`config.mk`:
```
export PLATFORM = sky130hd
export DESIGN_NAME = tcw_ctrl
export DESIGN_NICKNAME = d
export VERILOG_FILES = /design/src/tcw_pkg.sv /design/src/tcw_ctrl.sv
export SDC_FILE = /design/constraint.sdc
export NUM_CORES = 1
export LEC_CHECK = 0
export ABC_AREA = 1
export BUFFER_PORTS_ARGS = -buffer_cell sky130_fd_sc_hd__buf_4
export CAP_MARGIN = 20
export CORE_AREA = 2 2 39 41
export CTS_BUF_LIST = sky130_fd_sc_hd__clkbuf_2 sky130_fd_sc_hd__clkbuf_4 sky130_fd_sc_hd__clkbuf_8
export DETAILED_ROUTE_END_ITERATION = 8
export DIE_AREA = 0 0 41 43
export GPL_TIMING_DRIVEN = 1
export PLACE_DENSITY = 0.71
export SLEW_MARGIN = 20
export SYNTH_ARGS = -nofsm -noshare
export SYNTH_HDL_FRONTEND = slang
export SYNTH_SLANG_ARGS = --single-unit
```
`constraint.sdc`:
```
create_clock -name clock -period 1.35 [get_ports clock]
set_input_delay 0.0675 -clock clock [delete_from_list [all_inputs] [get_ports clock]]
set_output_delay 0.0675 -clock clock [all_outputs]
set_load 0.01 [all_outputs]
```
`src/tcw_pkg.sv`:
```
// shared types and codes of the text console writer
package tcw_pkg;

   // request actions
   localparam logic [1:0] ACT_PUT   = 2'd0;
   localparam logic [1:0] ACT_CLEAR = 2'd1;
   localparam logic [1:0] ACT_READ  = 2'd2;

   // control characters
   localparam logic [7:0] CHAR_BACKSPACE = 8'd8;
   localparam logic [7:0] CHAR_TAB       = 8'd9;
   localparam logic [7:0] CHAR_NEWLINE   = 8'd10;

   localparam logic [7:0] SPACE_GLYPH = 8'h20;
   localparam logic [7:0] RESET_ATTR  = 8'h0F;

   // register indexes
   localparam int         CSR_INDEX_W = 1;
   localparam logic [0:0] CSR_FG      = 1'b0;
   localparam logic [0:0] CSR_BG      = 1'b1;
   localparam logic [3:0] FG_RESET    = 4'hF;
   localparam logic [3:0] BG_RESET    = 4'h0;

   typedef enum logic [2:0] {
      ST_INIT,
      ST_IDLE,
      ST_EXEC,
      ST_CLEAR,
      ST_SCROLL,
      ST_READ,
      ST_DONE
   } state_type;

   typedef struct packed {
      logic accept;       // capture the request
      logic exec;         // apply the request to cursor and screen
      logic sweep;        // write a blank at the counter address
      logic init_fill;    // sweep with the power-on blank
      logic scroll_step;  // one step of the scroll copy
      logic capture;      // take the read data as the cell word
      logic finish;       // load the response register
      logic cnt_clear;
      logic cnt_inc;
   } cmd_type;

   typedef struct packed {
      logic [1:0] action;
      logic       will_scroll;
      logic       read_ok;
      logic       sweep_last;
      logic       scroll_last;
      logic       out_free;
   } status_type;

endpackage

```
`src/tcw_ctrl.sv`:
```
// controller state machine of the text console writer
module tcw_ctrl (
   input  logic                clock,
   input  logic                reset,
   input  logic                req_tvalid,
   output logic                req_tready,
   input  tcw_pkg::status_type status,
   output tcw_pkg::cmd_type    cmd
);

   import tcw_pkg::*;

   state_type state_ff;
   state_type state_in;
   logic      done_now;

   always_ff @(posedge clock) begin
      if (reset) begin
         state_ff <= ST_INIT;
      end else begin
         state_ff <= state_in;
      end
   end

   always_comb begin
      state_in   = state_ff;
      cmd        = '0;
      req_tready = 1'b0;
      done_now   = 1'b0;
      unique case (state_ff)
         ST_INIT: begin
            cmd.sweep     = 1'b1;
            cmd.init_fill = 1'b1;
            cmd.cnt_inc   = 1'b1;
            if (status.sweep_last) begin
               state_in = ST_IDLE;
            end
         end
         ST_IDLE: begin
            req_tready    = 1'b1;
            cmd.cnt_clear = 1'b1;
            if (req_tvalid) begin
               cmd.accept = 1'b1;
               state_in   = ST_EXEC;
            end
         end
         ST_EXEC: begin
            cmd.exec = 1'b1;
            case (status.action)
               ACT_PUT: begin
                  if (status.will_scroll) begin
                     state_in = ST_SCROLL;
                  end else begin
                     done_now = 1'b1;
                  end
               end
               ACT_CLEAR: begin
                  state_in = ST_CLEAR;
               end
               ACT_READ: begin
                  if (status.read_ok) begin
                     state_in = ST_READ;
                  end else begin
                     done_now = 1'b1;
                  end
               end
               default: begin
                  done_now = 1'b1;
               end
            endcase
         end
         ST_CLEAR: begin
            cmd.sweep   = 1'b1;
            cmd.cnt_inc = 1'b1;
            done_now    = status.sweep_last;
         end
         ST_SCROLL: begin
            cmd.scroll_step = 1'b1;
            cmd.cnt_inc     = 1'b1;
            done_now        = status.scroll_last;
         end
         ST_READ: begin
            cmd.capture = 1'b1;
            done_now    = 1'b1;
         end
         ST_DONE: begin
            done_now = 1'b1;
         end
         default: begin
            state_in = ST_IDLE;
         end
      endcase
      // result goes out now if the response register is free, else wait
      if (done_now) begin
         if (status.out_free) begin
            cmd.finish = 1'b1;
            state_in   = ST_IDLE;
         end else begin
            state_in = ST_DONE;
         end
      end
   end

endmodule

```
Word level (Yosys, flattened, before mapping) --
Index checks and enable logic that the tools add are counted.
Cells by class: equality and inequality tests 14, mux-type cells 23, reduce and logical (&&, ||, !) cells 7
Operators by type and width (count):
- 3-bit 2-to-1 mux | 6
- 1-bit 2-to-1 mux | 13
- 3-bit one-hot mux with 4 select lines | 1
- 3-bit == test (second input constant) | 3
- 3-bit one-hot mux with 3 select lines | 1
- 4-bit != test (second input constant) | 2
- 3-bit by 2-bit == test with 1-bit output (second input constant) | 2
- 3-bit != test (second input constant) | 2
- 6-bit AND reduction | 1
- 5-bit by 3-bit != test with 1-bit output (second input constant) | 1
- 1-bit one-hot mux with 4 select lines | 1
- 2-bit OR reduction | 2
- 4-bit OR reduction | 1
- 3-bit by 1-bit == test with 1-bit output (second input constant) | 1
- 3-bit zero test | 1
- 1-bit one-hot mux with 3 select lines | 1
- 3-bit OR reduction | 1
- 2-bit by 1-bit == test with 1-bit output (second input constant) | 1
- 2-bit == test (second input constant) | 1
- 2-bit zero test | 1
- 2-bit by 1-bit != test with 1-bit output (second input constant) | 1
Storage, ports and cells: flip-flop bits (word level) 3, bits of input ports 10, logic and storage cells 45

Depth between registers and ports, before layout --
Gate-level depths: netlist of run 1.
depth after elaboration 5, mapped depth 12

Worst setup path before layout of run 1 --
OpenSTA, ideal clock, no wires.
path type register to register, start point reg state_ff[1], end point reg state_ff[0], library setup time 0.110 ns, arrival time 1.118 ns, data required time 1.240 ns, path slack 0.122 ns, stages on the path, launching flop included 12, path buffers 1, path through dfxtp_1 > buf_6 > nor2_2 > nand2_1 > nand2_2 > nand2_4 > nor2_8 > nand2_1 > nand2_1 > nand2_1 > inv_1 > nor2_2
On the way: cells in the longest elaborated chain, start to end 5, elaborated cells between the ends (all ways) 19
RTL lines:
- start: declaration | line tcw_ctrl.sv:13 | state_type state_ff;
- start signal: assignment | line tcw_ctrl.sv:21 | state_ff <= state_in;
- 3-bit == test | line tcw_ctrl.sv:30 | unique case (state_ff)
- 2-bit OR reduction (no line)
- 1-bit one-hot mux with 4 select lines | line tcw_ctrl.sv:30
- 5-bit by 3-bit != test with 1-bit output (no line) (tied with other cells)
- 6-bit AND reduction (no line)
Several ways; a longest one is shown, not always the timed one. A chain may end at the register's enable or synchronous reset.

==> results of run 1 <==
## synth_stat cells (2+ instances only)
master,count
o21ai_0,2
a21oi_1,3
ha_1,5
nand2_4,2
dfxtp_1,3
inv_2,5
nand3_1,9
nand3_4,2
nand2_2,2
nand2_1,18
nor2_2,2
nor2_1,7
inv_1,16
## what timing repair did
item / CTS / global route
endpoints found under the setup margin: 2 / 4
pin swaps: 1 / 5
gates resized for setup: 7 / 4
setup buffers: 4 / 3
hold buffers: 1 / 0
endpoints found under the hold margin: 1 / 0
## cell type report
type	count	area share, %
flip-flops and latches	3	8.744
multi-input cells	56	45.95
well taps	16	2.544
repair buffers	28	27.50
clock buffers	4	3.816
inverters	22	11.45
## routing by layer
| metal | up-vias | GRT usage [%] |
|---|---|---|
| met2 | 8 | 21.88 |
| met1 | 250 | 18.85 |
| met5 | - | 0 |
| li1 | 309 | - |
| met3 | 0 | 1.571 |
| met4 | 0 | 8.000 |
## power groups by stage
stage | clock (mW) | combinational, mW | sequential [mW]
2_1_floorplan | 0 | 0.706 | 0.154
3_3_place_gp | 0 | 0.950 | 0.188
3_5_place_dp | 0 | 0.952 | 0.191
4_1_cts | 0.184 | 1.02 | 0.217
5_1_grt | 0.194 | 1.21 | 0.229
6_report | 0.177 | 1.08 | 0.222
## cell families (layout without fill, tap and decap cells)
logic type / count (synthesis) / after routing
buf+inv: 24 / 54
simple gates: 46 / 46
compound gates: 5 / 5
fa+ha+maj: 5 / 5
flops: 3 / 3
## path summary, 6_finish.rpt
kind | from | to | slack (ns)
worst min register to register | state_ff[2] | state_ff[2] | 0.51
worst max-delay path | state_ff[0] | cmd[2] | 0.02
worst max register to register | state_ff[0] | state_ff[0] | 0.07
worst min-delay path | status[0] | state_ff[1] | 0.23
## critical path, cell delays in order, from the launching register on
cell and delay, ns:
dfxtp_4 0.36, nor2_4 0.13, nand2_2 0.06, nand2_2 0.08, nand2_4 0.07, nor2_8 0.13, nor2_1 0.05, buf_4 0.13
## per-stage QoR
stage               cell area (um2)  setup slack [ns]
detailed placement            665.6          -0.01085
global route                  787.0          -0.04157
global placement              665.6           0.03981
finish                        787.0           0.02010
floorplan                     514.2            0.1218
CTS                           754.5           0.01316
==> results.txt, run 1 <==
Crit path DAT = 1.26 ns
CTS sink count = 3
Outcome = finished clean
Worst Path Required = 1.28 ns
Share of the synthesized area in the top cell type = 13.14%
GRT Overall Usage = 14.43%
Critical path startpoint category = flop
Period utilisation layout = 98.51%
Post-synth EDFFs = 0
Top_reg_cell synth = dfxtp_1
Post-Syn Area = 514.2 um2
Max-slew violation count = 0
Worst-Skew Late Latency = 0.23 ns
Initial antenna violation count = 0
H-tree levels = 1
Layout Cells excl Fill = 129
Placed cell count = 117
CTS tree = built
Layout cells sized above 1 = 46.02%
Met2 WL = 561 um
Vias per cell = 4.395
Post-synthesis sequential area ratio = 11.68%
Vias in the first global route = 474
Sequential power share = 15.0%
FF+latch area = 68.82 um2
Commonest non-fill, non-tap cell in the layout = buf_4
Net Switching = 0.6845 mW
Worst Skew = 0.006858 ns
Peak VDD IR = 997.3 uV
Multiplexer share of the synthesized area = 0%
Port buffer count = 19
TNS Setup = 0 ns
Compound-gate portion of the synthesized area = 4.866%
Routed len/inst = 8.295 um
Worst hold-check path type = in2reg
Final hold vios = 0
Largest net degree at the start of global routing = 9
Number of flip-flops in the largest register = 3
CP max FO = 6
Fillers = 131
Syn nets = 98
Register clock-pin slew on the reported worst setup and hold paths = 0.04 ns
Inserted Clock Buffers = 3
DIE AREA = 1763 um2
Die height = 43 um
Synth unique cells = 20
Leading cell types in the layout, fill and taps excluded = 26 x buf_4, 17 x nand2_1, 16 x inv_1, 9 x nand3_1, 7 x nor2_1
Setup violations, final = 0
Vias post-DR = 567
Antenna cells = 0
Synth Area in XOR/XNOR = 0%
Slew @ Worst Pin = 0.1812 ns
Met3 WL = 35 um
Clk network pwr share = 12.0%
Largest family of logic cells by synthesized area = simple AND/OR/NAND/NOR gates
Critical path type = reg2out
Async S/R FF share, synth = 0%
Cells on worst reg2reg path = 11
Ys Warns = 0
Synthesis-to-layout area growth = 53.04%
DRT antenna net count = 0
Hold_ws = 0.2320 ns
Post-Synth Adder-Cell Area = 12.17%
Critical path endpoint category = output port
LEAKAGE = 0.4712 nW
Biggest regs = state_ff: 3 flops
Largest Register = state_ff
Multi-input gate area = 361.6 um2
Max Root-Sink Buffers = 2
Top Layer Used = met3
Root Driver = clkbuf_4
Fmax = 0.7519 GHz
GRT Residual Overflow = 0
Final GP Congestion = 0.7567
Largest area contributor in the netlist = nand2_1
DRC viols = 0
Post-layout util = 56.87%
1st-iter DRT viols = 7
Max-cap check violation count = 0
Comb power frac = 73.1%
RSZ-0062 raised after global routing = yes
Core area = 1384 um2
Row Count = 14
Number of synthesized register bits = 3
Routed wire length = 1.070 mm
First-pass GRT wire length = 1.787 mm
Synth area leaders = nand2_1 13%, ha_1 12%, dfxtp_1 12%
Pwr Density = 1884 nW/um2
Pwr Total = 1.483 mW
M1 WL = 473 um
Int Power = 0.7986 mW
Die W = 41 um
Synth Area per Inst = 6.196 um2
DR pass1 iterations = 4
Dpl hpwl = 806.4 um
Synth Area in Simple Gates = 51.09%
Slew headroom = 87.79%
I/O pins = 20
Final #Nets = 129
Synth Instances = 83
Final min period = 1.330 ns
Sw frac = 46.15%
Starting Density = 37.16%
Hold Path Stages = 6
No activity file was read; power rests on OpenSTA's default activity.
==> run 2: changes to the inputs <==
--- a/config.mk
+++ b/config.mk
@@ -12,7 +12,7 @@
 export CTS_BUF_LIST = sky130_fd_sc_hd__clkbuf_2 sky130_fd_sc_hd__clkbuf_4 sky130_fd_sc_hd__clkbuf_8
 export DETAILED_ROUTE_END_ITERATION = 8
 export DIE_AREA = 0 0 41 43
-export GPL_TIMING_DRIVEN = 1
+export GPL_TIMING_DRIVEN = 0
 export PLACE_DENSITY = 0.71
 export SLEW_MARGIN = 20
 export SYNTH_ARGS = -nofsm -noshare
==> run 2 against run 1 <==
Net effect: worst setup slack worse by 0.0079 ns; design area grew 1.1%; via count grew 0.35%; fmax down 0.59%; count of clock-buffer cells in the layout unchanged; critical path depth is 1 higher; critical path type unchanged.
==> results.txt, run 2 (synthesized netlist as in run 1, its figures left out) <==
Outcome = finished clean
DRT antenna net count = 0 (unchanged)
DRC viols = 0 (unchanged)
Critical path endpoint category = output port
Clk network pwr share = 11.6% (-0.4 points)
Final min period = 1.338 ns (+0.007908 ns)
Multi-input gate area = 366.6 um2 (+1.4%)
Die height = 43 um (unchanged)
Max-slew violation count = 0 (unchanged)
Fillers = 133 (+1.5%)
Core area = 1384 um2 (unchanged)
Pwr Density = 1889 nW/um2 (+0.24%)
Antenna cells = 0 (unchanged)
Inserted Clock Buffers = 3 (unchanged)
Starting Density = 37.16% (unchanged)
DIE AREA = 1763 um2 (unchanged)
Pwr Total = 1.503 mW (+1.4%)
Routed len/inst = 8.377 um (+0.99%)
DR pass1 iterations = 4 (unchanged)
Slew @ Worst Pin = 0.1852 ns (+0.004001 ns)
H-tree levels = 1 (unchanged)
CTS sink count = 3 (unchanged)
Vias in the first global route = 492 (+3.8%)
Worst-Skew Late Latency = 0.23 ns (about the same)
FF+latch area = 65.06 um2 (-5.5%)
Sequential power share = 12.1% (-2.9 points)
Synthesis-to-layout area growth = 54.74%
Slew headroom = 87.61% (-0.18 points)
Peak VDD IR = 1049 uV (+5.2%)
Critical path startpoint category = flop
GRT Residual Overflow = 0 (unchanged)
Critical path type = reg2out
Register clock-pin slew on the reported worst setup and hold paths = 0.04 ns (about the same)
Dpl hpwl = 834.9 um (+3.5%)
Net Switching = 0.6932 mW (+1.3%)
1st-iter DRT viols = 8 (+1)
Largest net degree at the start of global routing = 9 (unchanged)
Root Driver = clkbuf_4
Final hold vios = 0 (unchanged)
Final GP Congestion = 0.7213 (-4.7%)
Worst Skew = 0.004595 ns (-0.002263 ns)
Number of flip-flops in the largest register = 3 (unchanged)
Crit path DAT = 1.27 ns (about the same)
GRT Overall Usage = 13.93% (-0.50 points)
Layout cells sized above 1 = 47.37% (+1.4 points)
Initial antenna violation count = 0 (unchanged)
LEAKAGE = 0.4767 nW (+1.2%)
Leading cell types in the layout, fill and taps excluded = 27 x buf_4, 16 x inv_1, 16 x nand2_1, 9 x nand3_1, 6 x nor2_1
Max-cap check violation count = 0 (unchanged)
Routed wire length = 1.089 mm (+1.8%)
CTS tree = built
Period utilisation layout = 99.10% (+0.59 points)
Pre-CTS WS = 0.03050 ns (+0.04134 ns)
Sw frac = 46.12% (about the same)
First-pass GRT wire length = 1.731 mm (-3.1%)
Max Root-Sink Buffers = 2 (unchanged)
Int Power = 0.8099 mW (+1.4%)
Vias per cell = 4.377 (-0.42%)
Die W = 41 um (unchanged)
I/O pins = 20 (unchanged)
Worst Path Required = 1.28 ns (about the same)
Setup violations, final = 0 (unchanged)
Setup ws final = 0.01219 ns (-0.007908 ns)
Comb power frac = 76.3% (+3.2 points)
Largest Register = state_ff
Row Count = 14 (unchanged)
Vias post-DR = 569 (+0.35%)
Port buffer count = 19 (unchanged)
CP max FO = 7 (+1)
Commonest non-fill, non-tap cell in the layout = buf_4
Final #Nets = 130 (+0.78%)
Worst hold-check path type = in2reg
Fmax = 0.7475 GHz (-0.59%)
Biggest regs = state_ff: 3 flops
RSZ-0062 raised after global routing = yes
## run 2: through the flow
| step | cell area, um2 | hold WS [ns] | cells | setup TNS (ns) | util (%) |
|---|---|---|---|---|---|
| finish | 795.8 | 0.2489 | 130 | 0 | 57.50 |
| global route | 795.8 | 0.2739 | 130 | -0.2002 | 57.50 |
| CTS | 777.0 | 0.2454 | 129 | 0 | 56.15 |
| detailed placement | 676.9 | 0.2443 | 118 | 0 | 48.92 |
| global placement | 676.9 | 0.2427 | 118 | 0 | 48.92 |
| floorplan | 514.2 | 0.1366 | 83 | 0 | - |
## run 2: routing by layer
layer  vias up  wire length [um]  GRT usage (%)
met4         0                 0          6.000
met5         -                 0              0
met2        12               583          23.75
met3         0                38          1.571
li1        311                 -              -
met1       246               467          16.29
## run 2: power by group through the flow
stage,clock network (mW),logic [mW],registers (mW)
global route,0.187,1.28,0.186
CTS,0.179,1.12,0.176
detailed placement,0,1.02,0.161
global placement,0,1.00,0.158
floorplan,0,0.706,0.154
finish,0.175,1.15,0.181
## run 2: layout make-up
| type | instances | area share (%) |
|---|---|---|
| clock buffer | 4 | 3.774 |
| buffer | 2 | 2.358 |
| tap | 16 | 2.516 |
| timing repair buffer | 27 | 25.79 |
| multi-input combinational | 56 | 46.07 |
| inverter | 22 | 11.32 |
| sequential | 3 | 8.176 |
## run 2: worst paths after layout
kind	startpoint	endpoint	slack, ns	cells after the start
worst max-delay path	state_ff[1]	cmd[2]	0.01	8
worst max register to register	state_ff[1]	state_ff[1]	0.03	11
worst min register to register	state_ff[2]	state_ff[2]	0.51	2
worst min-delay path	status[0]	state_ff[1]	0.25	6
## run 2: worst max-delay path, stage by stage (launching register included)
cell,delay (ns)
dfxtp_2,0.31
buf_6,0.13
nor2_4,0.10
nand2_2,0.06
nand2_2,0.08
nand2_4,0.07
nor2_8,0.11
nor2_2,0.04
buf_4,0.13
## run 2: repair_timing
| item | CTS | global route |
|---|---|---|
| endpoints found under the setup margin | 1 | 4 |
| buffers inserted | 6 | 1 |
| resized for setup | 5 | 5 |
| hold buffers | 1 | 0 |
| pin swaps | 4 | 3 |
| endpoints found under the hold margin | 1 | 0 |
